**src/fully_associative_tlb_lookup_fill_unit_assert.svh**
```systemverilog
// Assertion macros for the TLB lookup and fill unit
`ifndef FULLY_ASSOCIATIVE_TLB_LOOKUP_FILL_UNIT_ASSERT_SVH
`define FULLY_ASSOCIATIVE_TLB_LOOKUP_FILL_UNIT_ASSERT_SVH

// check that the consequent holds in the cycle after the antecedent
`define FATLB_ASSERT_NEXT(lbl, ante, cons, msg) \
    lbl: assert property (@(posedge i_clk) disable iff (!i_rst_n) (ante) |=> (cons)) \
        else $error(msg);

// check that the consequent holds in the same cycle as the antecedent
`define FATLB_ASSERT_NOW(lbl, ante, cons, msg) \
    lbl: assert property (@(posedge i_clk) disable iff (!i_rst_n) (ante) |-> (cons)) \
        else $error(msg);

`endif

```
**src/fatlb_pkg.sv**
```systemverilog
// Shared constants and types for the TLB lookup and fill unit
`timescale 1ns / 1ps
package fatlb_pkg;

    localparam int TLB_ENTRIES_DEF = 16;
    localparam int VA_W            = 64;
    localparam int SHIFT_W         = 5;
    localparam int PAGE_W          = 52;
    localparam int IDX_OUT_W       = 4;
    localparam int CNT_W           = 32;

    localparam logic [SHIFT_W-1:0] SHIFT_MIN = 5'd12;
    localparam logic [SHIFT_W-1:0] SHIFT_MAX = 5'd30;
    localparam logic [SHIFT_W-1:0] SHIFT_RST = 5'd12;
    localparam logic [CNT_W-1:0]   CNT_MAX   = '1;

    typedef struct packed {
        logic fire;
        logic hit;
    } t_step;

endpackage

```
**src/fatlb_in_stage.sv**
```systemverilog
// Page size register and input register with page number extraction
`timescale 1ns / 1ps
module fatlb_in_stage (
    input  logic                            i_clk,
    input  logic                            i_rst_n,
    input  logic                            i_cfg_wr_en,
    input  logic [fatlb_pkg::SHIFT_W-1:0]   i_cfg_wr_data,
    input  logic                            i_load,
    input  logic [fatlb_pkg::VA_W-1:0]      i_virtual_address,
    output logic [fatlb_pkg::VA_W-1:0]      o_va,
    output logic [fatlb_pkg::PAGE_W-1:0]    o_page
);
    import fatlb_pkg::*;

    logic [SHIFT_W-1:0] r_page_shift;
    logic [SHIFT_W-1:0] eff_shift;
    logic [VA_W-1:0]    shifted;
    logic [VA_W-1:0]    r_va;
    logic [PAGE_W-1:0]  r_page;

    always_ff @(posedge i_clk) begin
        if (!i_rst_n) begin
            r_page_shift <= SHIFT_RST;
        end else if (i_cfg_wr_en) begin
            r_page_shift <= i_cfg_wr_data;
        end
    end

    always_comb begin
        if (r_page_shift < SHIFT_MIN) begin
            eff_shift = SHIFT_MIN;
        end else if (r_page_shift > SHIFT_MAX) begin
            eff_shift = SHIFT_MAX;
        end else begin
            eff_shift = r_page_shift;
        end
        shifted = i_virtual_address >> eff_shift;
    end

    always_ff @(posedge i_clk) begin
        if (i_load) begin
            r_va   <= i_virtual_address;
            r_page <= shifted[PAGE_W-1:0];
        end
    end

    assign o_va   = r_va;
    assign o_page = r_page;

endmodule

```
**src/fatlb_cam.sv**
```systemverilog
// Entry store with parallel match, fill slot choice and fill on miss
`timescale 1ns / 1ps
module fatlb_cam #(
    parameter int TLB_ENTRIES = fatlb_pkg::TLB_ENTRIES_DEF,
    parameter int IDX_W       = (TLB_ENTRIES > 1) ? $clog2(TLB_ENTRIES) : 1
) (
    input  logic                          i_clk,
    input  logic                          i_rst_n,
    input  logic                          i_fire,
    input  logic [fatlb_pkg::PAGE_W-1:0]  i_page,
    output logic                          o_hit,
    output logic [IDX_W-1:0]              o_slot
);
    import fatlb_pkg::*;

    logic [TLB_ENTRIES-1:0] r_valid;
    logic [PAGE_W-1:0]      r_page [TLB_ENTRIES];
    logic                   hit;
    logic [IDX_W-1:0]       hit_slot;
    logic [IDX_W-1:0]       free_slot;
    logic [IDX_W-1:0]       slot;

    always_comb begin
        hit       = 1'b0;
        hit_slot  = '0;
        free_slot = '0;
        for (int i = TLB_ENTRIES - 1; i >= 0; i--) begin
            if (r_valid[i] && (r_page[i] == i_page)) begin
                hit      = 1'b1;
                hit_slot = IDX_W'(i);
            end
            if (!r_valid[i]) begin
                free_slot = IDX_W'(i);
            end
        end
        slot = hit ? hit_slot : free_slot;
    end

    always_ff @(posedge i_clk) begin
        if (!i_rst_n) begin
            r_valid <= '0;
        end else if (i_fire && !hit) begin
            r_valid[slot] <= 1'b1;
        end
    end

    always_ff @(posedge i_clk) begin
        if (i_fire && !hit) begin
            r_page[slot] <= i_page;
        end
    end

    assign o_hit  = hit;
    assign o_slot = slot;

endmodule

```
**src/fatlb_out_stage.sv**
```systemverilog
// Saturating hit and miss counters and result register
`timescale 1ns / 1ps
module fatlb_out_stage #(
    parameter int TLB_ENTRIES = fatlb_pkg::TLB_ENTRIES_DEF,
    parameter int IDX_W       = (TLB_ENTRIES > 1) ? $clog2(TLB_ENTRIES) : 1
) (
    input  logic                             i_clk,
    input  logic                             i_rst_n,
    input  fatlb_pkg::t_step                 i_step,
    input  logic [IDX_W-1:0]                 i_slot,
    input  logic [fatlb_pkg::VA_W-1:0]       i_va,
    output logic [fatlb_pkg::VA_W-1:0]       o_physical_address,
    output logic                             o_tlb_hit,
    output logic [fatlb_pkg::IDX_OUT_W-1:0]  o_entry_index,
    output logic [fatlb_pkg::CNT_W-1:0]      o_hit_count,
    output logic [fatlb_pkg::CNT_W-1:0]      o_miss_count
);
    import fatlb_pkg::*;

    localparam int EXT_W = (IDX_W > IDX_OUT_W) ? IDX_W : IDX_OUT_W;

    logic [CNT_W-1:0]     r_hits;
    logic [CNT_W-1:0]     r_misses;
    logic [VA_W-1:0]      r_pa;
    logic                 r_hit;
    logic [IDX_OUT_W-1:0] r_index;
    logic [EXT_W-1:0]     slot_ext;

    assign slot_ext = EXT_W'(i_slot);

    always_ff @(posedge i_clk) begin
        if (!i_rst_n) begin
            r_hits   <= '0;
            r_misses <= '0;
        end else if (i_step.fire) begin
            if (i_step.hit && (r_hits != CNT_MAX)) begin
                r_hits <= r_hits + 1'b1;
            end
            if (!i_step.hit && (r_misses != CNT_MAX)) begin
                r_misses <= r_misses + 1'b1;
            end
        end
    end

    always_ff @(posedge i_clk) begin
        if (i_step.fire) begin
            r_pa    <= i_va;
            r_hit   <= i_step.hit;
            r_index <= slot_ext[IDX_OUT_W-1:0];
        end
    end

    assign o_physical_address = r_pa;
    assign o_tlb_hit          = r_hit;
    assign o_entry_index      = r_index;
    assign o_hit_count        = r_hits;
    assign o_miss_count       = r_misses;

endmodule

```
**src/fully_associative_tlb_lookup_fill_unit.sv**
```systemverilog
// Fully associative TLB: one request per cycle while the result side takes results.
// A request enters the input register, where its page number is formed with the
// current page shift; in the next step all entries are compared at once, a miss
// fills the lowest free entry (entry 0 when full) and the result register is
// loaded together with the hit and miss counters. The combinational compare over
// every entry sets that rate. Page shift must be written through the configuration
// port only while idle, by the user; the block itself does not enforce it.
`timescale 1ns / 1ps
`include "fully_associative_tlb_lookup_fill_unit_assert.svh"
module fully_associative_tlb_lookup_fill_unit #(
    parameter int TLB_ENTRIES = fatlb_pkg::TLB_ENTRIES_DEF
) (
    input  logic                             i_clk,
    input  logic                             i_rst_n,
    input  logic                             i_cfg_wr_en,
    input  logic [fatlb_pkg::SHIFT_W-1:0]    i_cfg_wr_data,
    input  logic                             i_valid,
    output logic                             o_ready,
    input  logic [fatlb_pkg::VA_W-1:0]       i_virtual_address,
    output logic                             o_valid,
    input  logic                             i_ready,
    output logic [fatlb_pkg::VA_W-1:0]       o_physical_address,
    output logic                             o_tlb_hit,
    output logic [fatlb_pkg::IDX_OUT_W-1:0]  o_entry_index,
    output logic [fatlb_pkg::CNT_W-1:0]      o_hit_count,
    output logic [fatlb_pkg::CNT_W-1:0]      o_miss_count
);
    import fatlb_pkg::*;

    localparam int IDX_W = (TLB_ENTRIES > 1) ? $clog2(TLB_ENTRIES) : 1;

    logic              r_s1_valid;
    logic              n_s1_valid;
    logic              r_out_valid;
    logic              n_out_valid;
    logic              fire;
    logic              load;
    logic [VA_W-1:0]   s1_va;
    logic [PAGE_W-1:0] s1_page;
    logic              lookup_hit;
    logic [IDX_W-1:0]  lookup_slot;
    t_step             step;

    assign fire    = r_s1_valid && (!r_out_valid || i_ready);
    assign o_ready = !r_s1_valid || fire;
    assign load    = i_valid && o_ready;

    always_comb begin
        n_s1_valid  = load ? 1'b1 : (fire ? 1'b0 : r_s1_valid);
        n_out_valid = fire ? 1'b1 : (i_ready ? 1'b0 : r_out_valid);
    end

    always_ff @(posedge i_clk) begin
        if (!i_rst_n) begin
            r_s1_valid  <= 1'b0;
            r_out_valid <= 1'b0;
        end else begin
            r_s1_valid  <= n_s1_valid;
            r_out_valid <= n_out_valid;
        end
    end

    assign o_valid   = r_out_valid;
    assign step.fire = fire;
    assign step.hit  = lookup_hit;

    fatlb_in_stage u_in_stage (
        .i_clk             (i_clk),
        .i_rst_n           (i_rst_n),
        .i_cfg_wr_en       (i_cfg_wr_en),
        .i_cfg_wr_data     (i_cfg_wr_data),
        .i_load            (load),
        .i_virtual_address (i_virtual_address),
        .o_va              (s1_va),
        .o_page            (s1_page)
    );

    fatlb_cam #(
        .TLB_ENTRIES (TLB_ENTRIES),
        .IDX_W       (IDX_W)
    ) u_cam (
        .i_clk   (i_clk),
        .i_rst_n (i_rst_n),
        .i_fire  (fire),
        .i_page  (s1_page),
        .o_hit   (lookup_hit),
        .o_slot  (lookup_slot)
    );

    fatlb_out_stage #(
        .TLB_ENTRIES (TLB_ENTRIES),
        .IDX_W       (IDX_W)
    ) u_out_stage (
        .i_clk              (i_clk),
        .i_rst_n            (i_rst_n),
        .i_step             (step),
        .i_slot             (lookup_slot),
        .i_va               (s1_va),
        .o_physical_address (o_physical_address),
        .o_tlb_hit          (o_tlb_hit),
        .o_entry_index      (o_entry_index),
        .o_hit_count        (o_hit_count),
        .o_miss_count       (o_miss_count)
    );

    `FATLB_ASSERT_NEXT(a_fire_gives_result, fire, o_valid, "lookup did not produce a result")
    `FATLB_ASSERT_NEXT(a_hit_counts, fire && lookup_hit && (o_hit_count != CNT_MAX), o_tlb_hit && (o_hit_count == CNT_W'($past(o_hit_count) + 1'b1)), "hit not counted")
    `FATLB_ASSERT_NEXT(a_miss_keeps_hits, fire && !lookup_hit, !o_tlb_hit && $stable(o_hit_count), "miss disturbed hit count")
    `FATLB_ASSERT_NOW(a_no_fire_when_blocked, r_out_valid && !i_ready, !fire, "result overwritten while stalled")

endmodule
```
**config.mk**
```make
export PLATFORM = sky130hd
export DESIGN_NAME = fully_associative_tlb_lookup_fill_unit
export DESIGN_NICKNAME = d
export VERILOG_FILES = /design/src/fatlb_pkg.sv /design/src/fatlb_in_stage.sv /design/src/fatlb_cam.sv /design/src/fatlb_out_stage.sv /design/src/fully_associative_tlb_lookup_fill_unit.sv
export VERILOG_INCLUDE_DIRS = /design/src /design/src/src
export SDC_FILE = /design/constraint.sdc
export NUM_CORES = 2
export LEC_CHECK = 0
export BUFFER_PORTS_ARGS = -buffer_cell sky130_fd_sc_hd__buf_4
export CORE_UTILIZATION = 35
export CTS_CLUSTER_SIZE = 24
export DETAILED_ROUTE_END_ITERATION = 6
export GPL_TIMING_DRIVEN = 0
export PLACE_DENSITY = 0.5
export SKIP_LAST_GASP = 1
export SYNTH_ARGS = -nofsm -noshare
export SYNTH_HDL_FRONTEND = slang
export SYNTH_SLANG_ARGS = --single-unit
```
**constraint.sdc**
```tcl
create_clock -name i_clk -period 7.62 [get_ports i_clk]
set_clock_uncertainty 0.15 [all_clocks]
set_input_delay 1.143 -clock i_clk [delete_from_list [all_inputs] [get_ports i_clk]]
set_output_delay 1.143 -clock i_clk [all_outputs]
set_load 0.1 [all_outputs]
```
# Yosys cells after proc, flatten, opt, wreduce, memory -nomap -nowiden
# Memories as Yosys holds them, arrays and structs flattened.
# Cells that the tools add are included.
# W data, S select, Z words.
[totals] elab_cells=128 ram_bits=832 regBits=272 n_memories=1
[op_classes] shift=1 magnitude_cmp=4 eq_ne=18 n_reduce_logical=31 bitwise_logic=1 muxes=59 addsub=2
[mem_list] name="u_cam.r_page" depth=16 width=52 rd=16 rd_ports_with_merged_regs=0 write_ports=1 line_no="fatlb_cam.sv:17" source="logic [PAGE_W-1:0] r_page [TLB_ENTRIES];"
[ops] cell="$eq A52 B52 Y1" n=16
[ops] cell="$mux W4" n=33
[ops] cell="$add A32 B1 Y32 const B" n=2
[ops] cell="$ne A32 B32 Y1 const B" n=2
[ops] cell="$shr A64 B5 Y52" n=1
[ops] cell="$mux W1" n=23
[ops] cell="$logic_and A1 B1 Y1" n=22
[ops] cell="$or A16 B16 Y16" n=1
[ops] cell="$mux W5" n=2
[ops] cell="$gt A5 B5 Y1 const B" n=1
[ops] cell="$lt A4 B5 Y1 const B" n=1
[ops] cell="$lt A5 B4 Y1 const B" n=1
[ops] cell="$demux W1 S4" n=1
[ops] cell="$ge A4 B1 Y1 const B" n=1
[ops] cell="$reduce_and A2 Y1" n=2
[ops] cell="$reduce_bool A2 Y1" n=2
[ops] cell="$logic_not A1 Y1" n=3
[ops] cell="$logic_or A1 B1 Y1" n=2

# Longest topological paths before layout
[logic_depth] depth_word=24 mapped_depth=15

# Modules after synthesis
# A second synthesis with hierarchy kept.
[unflattened] cells_unflattened=3436 hier_area_um2=49094.6
[modules_own_cells] mod="fatlb_cam" instances=1 area_each_um2=36451.2 seq_area_each_um2=25304.3 cells_each=2324
[modules_own_cells] mod="fatlb_in_stage" instances=1 area_each_um2=7183.1 seq_area_each_um2=3583.4 cells_each=641
[modules_own_cells] mod="fatlb_out_stage" instances=1 area_each_um2=5356.4 seq_area_each_um2=3353.2 cells_each=462
[modules_own_cells] mod="fully_associative_tlb_lookup_fill_unit" instances=1 area_each_um2=103.8 seq_area_each_um2=40.0 cells_each=9

# Worst setup path before layout
# Ideal clock, no wire load.
[synth_path] kind="input-to-reg" start="in i_ready" end="mem u_cam.r_page[13][0], enable pin" path_slack_ns=1.069 setup_ns=0.470 arrival_time_ns=5.931 stages=7 cell_sequence="nor2b_1 nand2b_1 inv_1 nand3_1 nor3_1 nand2b_1 nor2b_1"
[synth_via] elab_chain_len=5
[synth_rtl] item="from (decl)" line_no="fully_associative_tlb_lookup_fill_unit.sv:21" source="input logic i_ready,"
[synth_rtl] item="$logic_or A1 B1 Y1" line_no="fully_associative_tlb_lookup_fill_unit.sv:44" source="assign fire = r_s1_valid && (!r_out_valid || i_ready);"
[synth_rtl] item="$logic_and A1 B1 Y1" line_no="fully_associative_tlb_lookup_fill_unit.sv:44"
[synth_rtl] item="named net fire" line_no="fully_associative_tlb_lookup_fill_unit.sv:36" source="logic fire;"
[synth_rtl] item="$logic_and A1 B1 Y1" line_no="fatlb_cam.sv:48" source="if (i_fire && !hit) begin"
[synth_rtl] item="$mux W1" line_no="fatlb_cam.sv:48"
[synth_rtl] item="$mux W1 (implied by the code)" line_no="fatlb_cam.sv:49" source="r_page[slot] <= i_page;"
[synth_rtl] item="to (decl)" line_no="fatlb_cam.sv:17"
# The timed path passes the listed nets, and every way through them passes these cells.

# Worst setup path after layout
[layout_path] start="reg u_in_stage.r_page[9], in the netlist u_in_stage.o_page[9]" end="mem u_cam.r_page[13][30], enable pin"
[layout_via] word_cells_on_any_way=69
[layout_rtl] item="from (decl)" line_no="fatlb_in_stage.sv:19" source="logic [PAGE_W-1:0] r_page;"
[layout_rtl] item="from (signal assigned)" line_no="fatlb_in_stage.sv:43" source="r_page <= shifted[PAGE_W-1:0];"
[layout_rtl] item="$eq A52 B52 Y1" line_no="fatlb_cam.sv:28" source="if (r_valid[i] && (r_page[i] == i_page)) begin"
[layout_rtl] item="$logic_and A1 B1 Y1" line_no="fatlb_cam.sv:28"
[layout_rtl] item="$mux W4 or $mux W1 (tied branches) (16 in series)" line_no="fatlb_cam.sv:28"
[layout_rtl] item="$mux W4 (*)" line_no="fatlb_cam.sv:36" source="slot = hit ? hit_slot : free_slot;"
[layout_rtl] item="named net lookup_slot[1]" line_no="fully_associative_tlb_lookup_fill_unit.sv:41" source="logic [IDX_W-1:0] lookup_slot;"
# The timed path passes the listed nets; every way through them passes the cells marked *.

==> run summary <==
Die width - 371 um
Worst path slowest cell - edfxtp_1
CP startpoint - u_in_stage.o_page[9]
RR Endpoint - u_cam.r_page[13][30]
Failing checks - capacitance limit, slew limit
Compound-gate portion of the synthesized area - 0.0346
Core box area - 134000 sq um
Maximum vdd drop - 0.000190 V
Vias in the first global route - 28679
Post-synth cell types - 73
DRC - 0
Vias/cell - 5.43
CTS resizes - 0
Setup violators final - 0
Register bit count reported by yosys - 1104
Syn nets - 3291
Per-cell routed wire length - 32.6 um
Layout cell share with drive strength beyond 1 - 0.163
Root Buffer - clkbuf_16
Outcome - complete, but fails checks
Max-slew headroom - -0.0623
Router iterations before antenna repair - 5
P per Cell Area - 252 nW/um^2
Ys flop type - edfxtp_1
Final instance area - 56600 sq um
Largest family of logic cells by synthesized area - XOR/XNOR gates
Post-Syn Area - 47600 sq um
Detail Route Antenna Nets - 0
Placement Cell Area - 53000 sq um
Gpl congestion - 0.927
Post-DP HPWL - 120 mm
R2R cell count - 15
Later-pin clock latency in the skew report - 750 ps
Initial core utilization - 0.355
GRT Overall Usage - 0.258
Async set or reset register ratio after synthesis - 0
CTS tree - yes
Routed WL - 178 mm
Crit path DAT - 7770 ps
Num rows - 134
Worst-Margin Slew - 1590 ps
IO Port Bufs - 206
Yosys synthesis warning count - 0
Worst R2R Setup Slack - 130 ps
Initial antenna violation count - 22
Fin crit share - 0.983
Worst-path maximum fanout - 31
Leak Pwr - 0.0192 uW
H-tree Lvls - 3
Die height - 371 um
Adder-Cell Fraction of Synth Area - 0.000526
Die area - 137000 sq um
Post-Synth Simple-Gate Area - 0.0800
TritonCTS Buffers - 117
Peak Freq - 133 MHz
Global route total overflow - 0
Finished Layout Cells - 5468
Post-CTS setup buffer count - 1
Hold Buf Count CTS - 0
CP endpoint - u_cam.r_page[13][30]
Mux contribution to synthesized area - 0.0399
Maxcap violations - 6
Cells after DPL - 5253
Cells after Synth - 3215
Critical path class - reg2reg
CTS Buffer Depth - 3
Crit path cell chain - buf_2 -> buf_2 -> xnor2_1 -> nand4_1 -> nor4_1 -> nand4_1 -> o21ai_0 -> and4bb_2 -> and2_4 -> buf_6 -> a22o_1 -> buf_2 -> nand2b_1 -> nor2b_4 -> buf_12
First-pass GRT wire length - 240 mm
Sequential fraction of the synthesis area - 0.679
Startpoint types - register
Worst hold path class - reg2reg
Crit-path most repeated cell - buf_2
Largest net degree at the start of global routing - 65
CTS sink cnt - 1104
Fin. max-slew vios - 90
Fin nets - 3682
1st-iter DRT viols - 3762
Critical Path RT - 7900 ps
Synthesis-to-finish area growth - 19.0%
Number of synthesized flops with an enable pin - 1017
Tmin final - 7490 ps
Synth Area in XOR/XNOR - 0.142
CP peak stage delay - 1380 ps
Syn avg cell area - 14.8 sq um
Unrepaired setup endpoints after global routing - false
Worst r2r src - u_in_stage.o_page[9]
Io pins - 209
Routed via count - 29687
Final hold vios - 0
Crit end category - register
Worst-path clk slew - 60 ps
how the worst min path moves through the flow:
| stage | startpoint | end | slack [ps] | cells after the start |
|---|---|---|---|---|
| after detailed placement | u_in_stage.o_va[17] | u_out_stage.o_physical_address[17] | 250 | 0 |
| after floorplan | u_in_stage.o_va[0] | u_out_stage.o_physical_address[0] | 250 | 0 |
| after global routing | u_in_stage.o_va[30] | u_out_stage.o_physical_address[30] | 270 | 0 |
| after CTS | u_in_stage.o_va[55] | u_out_stage.o_physical_address[55] | 270 | 0 |
| after global placement | u_in_stage.o_va[39] | u_out_stage.o_physical_address[39] | 250 | 0 |
| final | u_in_stage.o_va[59] | u_out_stage.o_physical_address[59] | 260 | 0 |
cells in the final DEF (no fill, tap or decap), types with 9 or more instances in the layout:
master and count:
nor2b_1 18, nand2b_1 72, a211oi_1 10, clkinv_2 14, clkbuf_16 117, nor2_1 116, o2111ai_1 23, o21ai_0 38
buf_1 11, clkinv_1 28, nand4_1 137, buf_16 37, dfxtp_1 87, buf_12 23, buf_2 77, a21oi_1 41
xnor2_1 470, buf_6 13, o221ai_1 16, nor3_1 43, clkbuf_1 70, or3_1 17, buf_4 227, inv_1 66
o21a_1 17, edfxtp_1 1017, o211ai_1 9, mux2i_1 147, mux2_2 34, xor2_1 303, and2_1 9, nor4_1 98
nand3_1 42, and3_1 9, and4_1 10, nand2_1 86
critical path: cells and delay by family, from the launching register on:
kind | cells | cell delay, ps
xor gates and xnor gates | 1 | 190
and+or+nand+nor | 7 | 2980
AOI/OAI and AO/OA | 2 | 610
buffers and inverters | 5 | 1790
DFF | 1 | 1380
logic make-up after synthesis:
group           count (synthesis)
fa+ha+maj                       2
simple gates                  697
compound gates                227
mux                           183
flops                        1104
xor+xnor                      773
buf+inv                       229
registers in the layout (all words and copies together) (netlist names):
register and flops:
u_cam.r_page 832, u_in_stage.o_va 64, u_out_stage.o_physical_address 64, u_in_stage.o_page 52, u_out_stage.o_hit_count 32, u_out_stage.o_miss_count 32, u_cam.r_valid 16, u_in_stage.r_page_shift 5
u_out_stage.o_entry_index 4, o_valid 1, r_s1_valid 1, u_out_stage.o_tlb_hit 1
synthesized netlist by cell type (37+ instances only):
| cell type | instances | area share |
|---|---|---|
| mux2i_1 | 147 | 0.031 |
| buf_2 | 77 | 0.0081 |
| nor2_1 | 124 | 0.0098 |
| xor2_1 | 303 | 0.056 |
| nand2_1 | 86 | 0.0068 |
| nand4_1 | 137 | 0.018 |
| xnor2_1 | 470 | 0.087 |
| o21ai_0 | 38 | 0.0040 |
| clkbuf_1 | 37 | 0.0029 |
| nand2b_1 | 72 | 0.0095 |
| dfxtp_1 | 87 | 0.037 |
| edfxtp_1 | 1017 | 0.64 |
| nand3_1 | 42 | 0.0044 |
| inv_1 | 67 | 0.0053 |
| a21oi_1 | 41 | 0.0043 |
| nor3_1 | 43 | 0.0045 |
| nor4_1 | 98 | 0.013 |
per-layer routing:
metal | wire length [um] | GRT usage | part of all wire | vias to the layer above
li1 | - | - | - | 12676
met1 | 75300 | 0.356 | 0.42 | 15392
met2 | 83000 | 0.414 | 0.47 | 1378
met3 | 14300 | 0.0436 | 0.080 | 241
met4 | 5530 | 0.0787 | 0.031 | 0
met5 | 0 | 0 | 0 | -
final cells by class:
class                      count  area, sq um
clock inverter                58          494
tap                         1768         2210
timing repair buffer         272         3110
antenna                        4         10.0
fill                       12463        77600
clock buffer                 151         3070
buffer                       158          862
sequential                  1104        32300
inverter                      71          269
multi-input combinational   1882        14300
through the flow:
stage	hold slack (ps)	util	setup WS (ps)	setup TNS, ps	power [uW]
after global placement	250	0.383	-3690	-2611130	8740
after floorplan	250	-	1070	0	7880
after detailed placement	255	0.395	-274	-34750	8860
after CTS	266	0.421	71.5	0	14300
final	263	0.422	126	0	14200
after global routing	272	0.422	86.8	0	14600
report_power, final:
part	leakage, uW	switching (uW)	internal (uW)
registers	0.00999	244	6790
logic	0.00751	1170	543
clock network	0.00172	2460	3030
total	0.0192	3870	10400
Note: power is estimated with default switching activity, not from simulation.
